$ cat src/rtl/core/assert_macros.svh
// Assertion macros shared by the RTL in this folder.
// No dependencies; included by modules that carry concurrent checks.
`ifndef ASSERT_MACROS_SVH
`define ASSERT_MACROS_SVH

// Property that must hold at every clock edge outside reset.
`define ASSERT_ALWAYS(lbl, clk, rst, prop) \
   lbl: assert property (@(posedge clk) disable iff (rst) (prop)) \
      else $error("%m: invariant violated");

// Consequent must hold in the cycle after the antecedent.
`define ASSERT_NEXT(lbl, clk, rst, ante, cons) \
   lbl: assert property (@(posedge clk) disable iff (rst) (ante) |=> (cons)) \
      else $error("%m: next-cycle check failed");

`endif

$ cat src/rtl/core/blr_pkg.sv
// Package for the line rasterizer: request and response payload types,
// the opcode encoding and the framebuffer row shift. No dependencies.
package blr_pkg;

   // Framebuffer row pitch as a power of two, in bytes.
   localparam int unsigned ROW_SHIFT = 10;

   localparam int unsigned ADDR_WIDTH   = 32;
   localparam int unsigned COORD_WIDTH  = 9;
   localparam int unsigned ROW_WIDTH    = 8;
   localparam int unsigned COLOUR_WIDTH = 16;

   typedef enum logic {
      OP_START = 1'b0,
      OP_STEP  = 1'b1
   } opcode_type;

   typedef struct packed {
      opcode_type              opcode;
      logic [COORD_WIDTH-1:0]  start_x;
      logic [ROW_WIDTH-1:0]    start_y;
      logic [COORD_WIDTH-1:0]  end_x;
      logic [ROW_WIDTH-1:0]    end_y;
      logic [COLOUR_WIDTH-1:0] colour;
   } req_payload_type;

   typedef struct packed {
      logic [COORD_WIDTH-1:0]  pixel_x;
      logic [ROW_WIDTH-1:0]    pixel_y;
      logic [ADDR_WIDTH-1:0]   pixel_address;
      logic [COLOUR_WIDTH-1:0] pixel_colour;
      logic                    last_pixel;
   } rsp_payload_type;

endpackage

$ cat src/rtl/core/bresenham_line_rasterizer.sv
// Bresenham line rasterizer: rsp_valid rises in the cycle after an accepted step request.
// Throughput is one request per cycle unless rsp_ready stalls; line state updates on accept.
// A start request gives no response; a step request while idle gives none either.
// Reset (synchronous, active high) clears busy, the output register valid and buffer_base.
// Depends on blr_pkg and assert_macros.svh.
`include "assert_macros.svh"

module bresenham_line_rasterizer (
   input  logic                             clock,
   input  logic                             reset,
   input  logic                             req_valid,
   output logic                             req_ready,
   input  blr_pkg::req_payload_type         req_payload,
   output logic                             rsp_valid,
   input  logic                             rsp_ready,
   output blr_pkg::rsp_payload_type         rsp_payload,
   input  logic                             csr_write_enable,
   input  logic [blr_pkg::ADDR_WIDTH-1:0]   csr_write_data
);

   localparam int unsigned CW = blr_pkg::COORD_WIDTH;
   localparam int unsigned RW = blr_pkg::ROW_WIDTH;
   localparam int unsigned AW = blr_pkg::ADDR_WIDTH;
   localparam int unsigned EW = CW + 1;   // error term: signed, one bit above the span

   // ------------------------------------------------------------------
   // Registers. Only control state is reset: the line geometry is always
   // loaded by a start request before busy can be set.
   // ------------------------------------------------------------------
   logic [AW-1:0]         buffer_base_ff, buffer_base_in;
   logic                  busy_ff, busy_in;
   logic                  is_vertical_ff, is_vertical_in;
   logic                  is_steep_ff, is_steep_in;
   logic [CW-1:0]         major_pos_ff, major_pos_in;
   logic [CW-1:0]         major_end_ff, major_end_in;
   logic [CW-1:0]         minor_pos_ff, minor_pos_in;
   logic                  minor_neg_ff, minor_neg_in;
   logic [CW-1:0]         major_span_ff, major_span_in;
   logic [CW-1:0]         minor_span_ff, minor_span_in;
   logic signed [EW-1:0]  error_term_ff, error_term_in;
   logic [blr_pkg::COLOUR_WIDTH-1:0] line_colour_ff, line_colour_in;
   logic                  rsp_valid_ff, rsp_valid_in;
   blr_pkg::rsp_payload_type rsp_payload_ff, rsp_payload_in;

   // The output register frees up in the same cycle it is drained, so a new
   // request can enter while the previous response is being taken.
   logic req_fire;
   logic is_start;
   logic rsp_load;

   assign req_ready = !rsp_valid_ff || rsp_ready;
   assign req_fire  = req_valid && req_ready;
   assign is_start  = req_fire && (req_payload.opcode == blr_pkg::OP_START);
   assign rsp_load  = req_fire && (req_payload.opcode == blr_pkg::OP_STEP) && busy_ff;

   // ------------------------------------------------------------------
   // Line setup for a start request. A line with equal x is vertical and
   // runs from the smaller y. Otherwise the major axis is the longer one,
   // endpoints are ordered by the major coordinate, and the error term
   // starts at half the major span.
   // ------------------------------------------------------------------
   logic [CW-1:0] sx, ex, sy, ey;
   logic [CW-1:0] dx, dy;
   logic          ld_vertical, ld_steep, ld_swap;
   logic [CW-1:0] a0, a1, b0, b1;
   logic [CW-1:0] ld_major_pos, ld_major_end, ld_minor_pos;
   logic [CW-1:0] ld_major_span, ld_minor_span;
   logic          ld_minor_neg;
   logic signed [EW-1:0] ld_error;

   always_comb begin
      sx = req_payload.start_x;
      ex = req_payload.end_x;
      sy = CW'(req_payload.start_y);
      ey = CW'(req_payload.end_y);
      dx = (ex > sx) ? (ex - sx) : (sx - ex);
      dy = (ey > sy) ? (ey - sy) : (sy - ey);
      ld_vertical = (sx == ex);
      ld_steep    = !ld_vertical && (dy > dx);

      if (ld_vertical || ld_steep) begin
         a0 = sy; a1 = ey; b0 = sx; b1 = ex;
      end else begin
         a0 = sx; a1 = ex; b0 = sy; b1 = ey;
      end
      ld_swap = (a1 < a0);

      ld_major_pos  = ld_swap ? a1 : a0;
      ld_major_end  = ld_swap ? a0 : a1;
      ld_minor_pos  = ld_swap ? b1 : b0;
      ld_major_span = ld_major_end - ld_major_pos;
      ld_minor_span = ld_vertical ? '0 : ((b1 > b0) ? (b1 - b0) : (b0 - b1));
      // After the swap the minor coordinate heads toward the other endpoint.
      ld_minor_neg  = !ld_vertical && (ld_swap ? (b0 < b1) : (b1 < b0));
      ld_error      = ld_vertical ? '0 : EW'(ld_major_span >> 1);
   end

   // ------------------------------------------------------------------
   // Pixel for a step request: one Bresenham update. The minor span is
   // subtracted; on a negative result the minor coordinate moves one step
   // and the major span is added back, which keeps the term non-negative.
   // ------------------------------------------------------------------
   logic [CW-1:0]        px, py;
   logic                 st_last;
   logic signed [EW-1:0] err_sub;
   logic                 minor_move;
   logic [AW-1:0]        pix_addr;

   always_comb begin
      if (is_vertical_ff || is_steep_ff) begin
         px = minor_pos_ff;
         py = major_pos_ff;
      end else begin
         px = major_pos_ff;
         py = minor_pos_ff;
      end
      st_last    = (major_pos_ff == major_end_ff);
      err_sub    = error_term_ff - $signed(EW'(minor_span_ff));
      minor_move = !is_vertical_ff && err_sub[EW-1];
      pix_addr   = buffer_base_ff + (AW'(py) << blr_pkg::ROW_SHIFT) + (AW'(px) << 1);
   end

   // ------------------------------------------------------------------
   // Next-state logic.
   // ------------------------------------------------------------------
   always_comb begin
      buffer_base_in = csr_write_enable ? csr_write_data : buffer_base_ff;
      busy_in        = busy_ff;
      is_vertical_in = is_vertical_ff;
      is_steep_in    = is_steep_ff;
      major_pos_in   = major_pos_ff;
      major_end_in   = major_end_ff;
      minor_pos_in   = minor_pos_ff;
      minor_neg_in   = minor_neg_ff;
      major_span_in  = major_span_ff;
      minor_span_in  = minor_span_ff;
      error_term_in  = error_term_ff;
      line_colour_in = line_colour_ff;

      if (is_start) begin
         // A start always wins, dropping any line still in progress.
         busy_in        = 1'b1;
         is_vertical_in = ld_vertical;
         is_steep_in    = ld_steep;
         major_pos_in   = ld_major_pos;
         major_end_in   = ld_major_end;
         minor_pos_in   = ld_minor_pos;
         minor_neg_in   = ld_minor_neg;
         major_span_in  = ld_major_span;
         minor_span_in  = ld_minor_span;
         error_term_in  = ld_error;
         line_colour_in = req_payload.colour;
      end else if (rsp_load) begin
         if (st_last) begin
            busy_in = 1'b0;
         end else begin
            major_pos_in = major_pos_ff + 1'b1;
            if (!is_vertical_ff) begin
               if (minor_move) begin
                  minor_pos_in  = minor_neg_ff ? (minor_pos_ff - 1'b1)
                                               : (minor_pos_ff + 1'b1);
                  error_term_in = err_sub + $signed(EW'(major_span_ff));
               end else begin
                  error_term_in = err_sub;
               end
            end
         end
      end

      // Output register: load on a step to an active line, otherwise hold until drained.
      rsp_payload_in = rsp_payload_ff;
      if (rsp_load) begin
         rsp_valid_in                 = 1'b1;
         rsp_payload_in.pixel_x       = px;
         rsp_payload_in.pixel_y       = py[RW-1:0];
         rsp_payload_in.pixel_address = pix_addr;
         rsp_payload_in.pixel_colour  = line_colour_ff;
         rsp_payload_in.last_pixel    = st_last;
      end else if (rsp_ready) begin
         rsp_valid_in = 1'b0;
      end else begin
         rsp_valid_in = rsp_valid_ff;
      end
   end

   always_ff @(posedge clock) begin
      if (reset) begin
         buffer_base_ff <= '0;
         busy_ff        <= 1'b0;
         rsp_valid_ff   <= 1'b0;
      end else begin
         buffer_base_ff <= buffer_base_in;
         busy_ff        <= busy_in;
         rsp_valid_ff   <= rsp_valid_in;
      end
   end

   always_ff @(posedge clock) begin
      is_vertical_ff <= is_vertical_in;
      is_steep_ff    <= is_steep_in;
      major_pos_ff   <= major_pos_in;
      major_end_ff   <= major_end_in;
      minor_pos_ff   <= minor_pos_in;
      minor_neg_ff   <= minor_neg_in;
      major_span_ff  <= major_span_in;
      minor_span_ff  <= minor_span_in;
      error_term_ff  <= error_term_in;
      line_colour_ff <= line_colour_in;
      rsp_payload_ff <= rsp_payload_in;
   end

   assign rsp_valid   = rsp_valid_ff;
   assign rsp_payload = rsp_payload_ff;

   // ------------------------------------------------------------------
   // Checks.
   // ------------------------------------------------------------------
   `ASSERT_NEXT(a_step_gives_response, clock, reset, rsp_load, rsp_valid_ff)
   `ASSERT_NEXT(a_start_sets_busy, clock, reset, is_start, busy_ff)
   `ASSERT_NEXT(a_last_clears_busy, clock, reset, rsp_load && st_last && !is_start, !busy_ff)
   `ASSERT_ALWAYS(a_error_nonneg, clock, reset, !busy_ff || !error_term_ff[EW-1])
   `ASSERT_ALWAYS(a_vertical_no_error, clock, reset,
                  !(busy_ff && is_vertical_ff) || (error_term_ff == '0))

endmodule

$ cat config.mk
export PLATFORM = sky130hd
export DESIGN_NAME = bresenham_line_rasterizer
export DESIGN_NICKNAME = d
export VERILOG_FILES = /design/src/rtl/core/blr_pkg.sv /design/src/rtl/core/bresenham_line_rasterizer.sv
export VERILOG_INCLUDE_DIRS = /design/src /design/src/rtl/core
export SDC_FILE = /design/constraint.sdc
export NUM_CORES = 1
export LEC_CHECK = 0
export BUFFER_PORTS_ARGS = -buffer_cell sky130_fd_sc_hd__clkbuf_2
export CAP_MARGIN = 20
export CORE_ASPECT_RATIO = 0.7
export CORE_UTILIZATION = 61
export CTS_BUF_LIST = sky130_fd_sc_hd__clkbuf_2
export DETAILED_ROUTE_END_ITERATION = 10
export HOLD_SLACK_MARGIN = 0.12
export PLACE_DENSITY = 0.84
export SETUP_SLACK_MARGIN = 0.02
export SYNTH_ARGS = -nofsm -noshare
export SYNTH_HDL_FRONTEND = slang
export SYNTH_SLANG_ARGS = --single-unit
$ cat constraint.sdc
create_clock -name clock -period 9.7 [get_ports clock]
set_clock_uncertainty 0.15 [all_clocks]
set_input_delay 0.97 -clock clock [delete_from_list [all_inputs] [get_ports clock]]
set_output_delay 0.97 -clock clock [all_outputs]
set_load 0.02 [all_outputs]
==> key figures <==
Yosys
  – Syn Nets: 1448
  – Post-synthesis sequential area ratio: 40.41%
  – Yosys reg bits: 174
  – Synth unique cells: slightly below 70
  – Post-synth EDFFs: 140
  – Most frequent cells after synthesis: edfxtp_1, inv_1, nor2_1
  – Ys async rst share: 0%
  – Top-count cell post-synth: edfxtp_1
  – Largest cells by area after synthesis: edfxtp_1, ha_1, dfxtp_1, mux2i_1, a21oi_1
  – Area leader, netlist: edfxtp_1
  – Main synth FF type: edfxtp_1
  – Top cell type's share of synthesized area: around a third
  – Avg Inst Size Synth: 9.781 µm²
  – Cells after synthesis: 1236
  – Mapped cell area: 12090 µm²
  – Synth warn: 0

CTS
  – Number of buffers created by CTS: 17
  – Post-CTS resize count: 0
  – CTS Buffer Depth: 2
  – Postcts setup bufs: 0
  – H-tree level count: 4
  – CTS tree: yes
  – Clock latency on the worst-skew pair: 0.74 ns
  – CTS Root Cell: clkbuf_2
  – Clock Sinks: 174
  – Hold_buf cts: 0
  – Clk slew on worst S/H paths: 0.28 ns

Critical path
  – Critical path required time: 10.06 ns
  – Crit path largest cell delay: 0.50 ns
  – CP max-delay cell: a2111oi_2
  – Crit-path most repeated cell: ha_1
  – CP arrival: 9.15 ns
  – Worst-path maximum fanout: 28
  – CP startpoint kind: input port
  – Worst R2R Setup Slack: slightly above 5 ns
  – Crit path kind: in2reg
  – CP Capture Type: register

Power
  – Pwr/cell area: approximately 340 nW/µm²
  – P_leak: 6.121 nW
  – Tot Pwr: 4.613 mW
  – VDD IR max: 0.1877 mV

Die
  – Core area: between 15000 and 20000 µm²
  – Die Y: 119.8 µm
  – Die width: 170.3 µm
  – IO Count: ~160
  – Num rows: 42
  – Initial Util: 63.20%
  – Die ar.: 20390 µm²

Route
  – 1st-pass router iterations: 5
  – Drt initial violations: 1188
  – DRC: 0
  – WL/cell: ~19 µm
  – Via count: 9896
  – Post-Route WL: 32.48 mm
  – Final ANT Viol Nets: 0
  – Drt via density: 5.873

Timing
  – RSZ-0062 raised after global routing: no
  – Setup TNS: 0 ns
  – Worst Setup Slack, final: 0.9024 ns
  – Setup violators final: 0
  – Final Hold Viols: 0
  – Hold slack: 0.2356 ns
  – Rel. slew slack: between 30% and 40%
  – Final period util: 90.70%
  – FMAX: between 100 and 150 MHz
  – Max-slew violations: 0
  – Fin crit period: 8.798 ns
  – Slew @ Worst Pin: around 1.0 ns

Cells and area
  – Final core utilization: 71.07%
  – Synthesis-to-layout area growth: 12.45%
  – N_diodes: 0
  – Share of cells above drive strength 1: between 10% and 20%
  – Nets@finish: about 1600

Min path
  – HP Class: in2reg

Run
  – Max cap viols: 0

GRT
  – First-pass GRT wire length: 50.31 mm
  – Total Routing Usage GR: about a third
  – Initial antenna violation count: 0
  – Vias in the first global route: 9186
  – Grt ovf: 0
  – Largest net degree at the start of global routing: 82

Placement
  – Port buffer count: 155
  – Pre-CTS setup slack: 0.4894 ns
  – Final HPWL DP: 25.78 mm
  – Final Wtd Congestion: 1.013

Status
  – Status: completed
## placed cells by master (no fill, tap or decap), drive strengths merged, types with 9 or more instances in the layout
master,instances
ha,114
nor2,122
inv,130
a21oi,110
and2,9
buf,38
clkbuf,173
o211ai,25
o21bai,14
nor3,14
xnor2,59
mux2,24
fa,10
nand2,79
nand4,11
dfxtp,34
a21o,23
xor2,31
mux2i,62
edfxtp,140
nand3,30
o21ai,72
## metrics by stage
step                      instances  instance area, µm²
after global routing           1685               13590
after global placement         1652               13340
after floorplan                1236               12090
final                          1685               13590
after CTS                      1684               13570
after detailed placement       1652               13340
## critical path: cells and delay by family
kind	cells	cell delay (ns)
compound gates	15	3.42
xor+xnor	2	0.54
simple gates	8	2.29
fa+ha+maj	3	1.18
buf+inv	5	0.74
## power by group
part | leakage [nW] | total, mW | internal, mW | switching [mW]
Combinational | 4.39 | 3.11 | 1.31 | 1.80
Clock | 0.144 | 0.379 | 0.0856 | 0.294
Sequential | 1.59 | 1.12 | 1.06 | 0.0681
## layer usage
| metal | wire, µm | track usage, % |
|---|---|---|
| met1 | 15170 | 49.64 |
| met2 | 13090 | 45.21 |
| met3 | 3892 | 10.62 |
| met4 | 320 | 5.462 |
| met5 | 0 | 0 |
## area by class of cell
| type | count | area, µm² |
|---|---|---|
| inverter | 123 | 461.7 |
| multi-input combinational | 899 | 6568 |
| tap | 264 | 330.3 |
| fill | 1444 | 5534 |
| clock inverter | 14 | 148.9 |
| timing repair buffer | 193 | 1111 |
| clock buffer | 18 | 90.09 |
| sequential | 174 | 4885 |
## registers in the layout (all words and copies together), names as in the netlist
name	count
is_steep_ff	1
rsp_payload	66
minor_span_ff	9
minor_pos_ff	9
busy_ff	1
buffer_base_ff	32
rsp_valid	1
major_span_ff	9
major_pos_ff	9
is_vertical_ff	1
line_colour_ff	16
major_end_ff	9
minor_neg_ff	1
error_term_ff	10
## cells by family (layout without fill, tap and decap cells)
kind of cell	count (synthesis)	after routing	share of synthesized area (%)
AO/OA/AOI/OAI	297	297	15.70
buffers and inverters	163	348	5.372
flip-flops	174	174	40.41
adder cells (fa/ha/maj)	124	124	13.45
AND/OR/NAND/NOR	302	302	11.18
XOR/XNOR	90	90	6.520
multiplexers	86	86	7.369
## worst paths after layout
| check | start | endpoint | cells after the start |
|---|---|---|---|
| setup / recovery | req_payload[28] | minor_span_ff[8] | 33 |
| hold / removal | req_payload[13] | line_colour_ff[13] | 1 |
| setup reg to reg | is_vertical_ff | rsp_payload[48] | 16 |
| hold reg to reg | line_colour_ff[14] | rsp_payload[15] | 0 |
No activity file was read; power rests on OpenSTA's default activity.
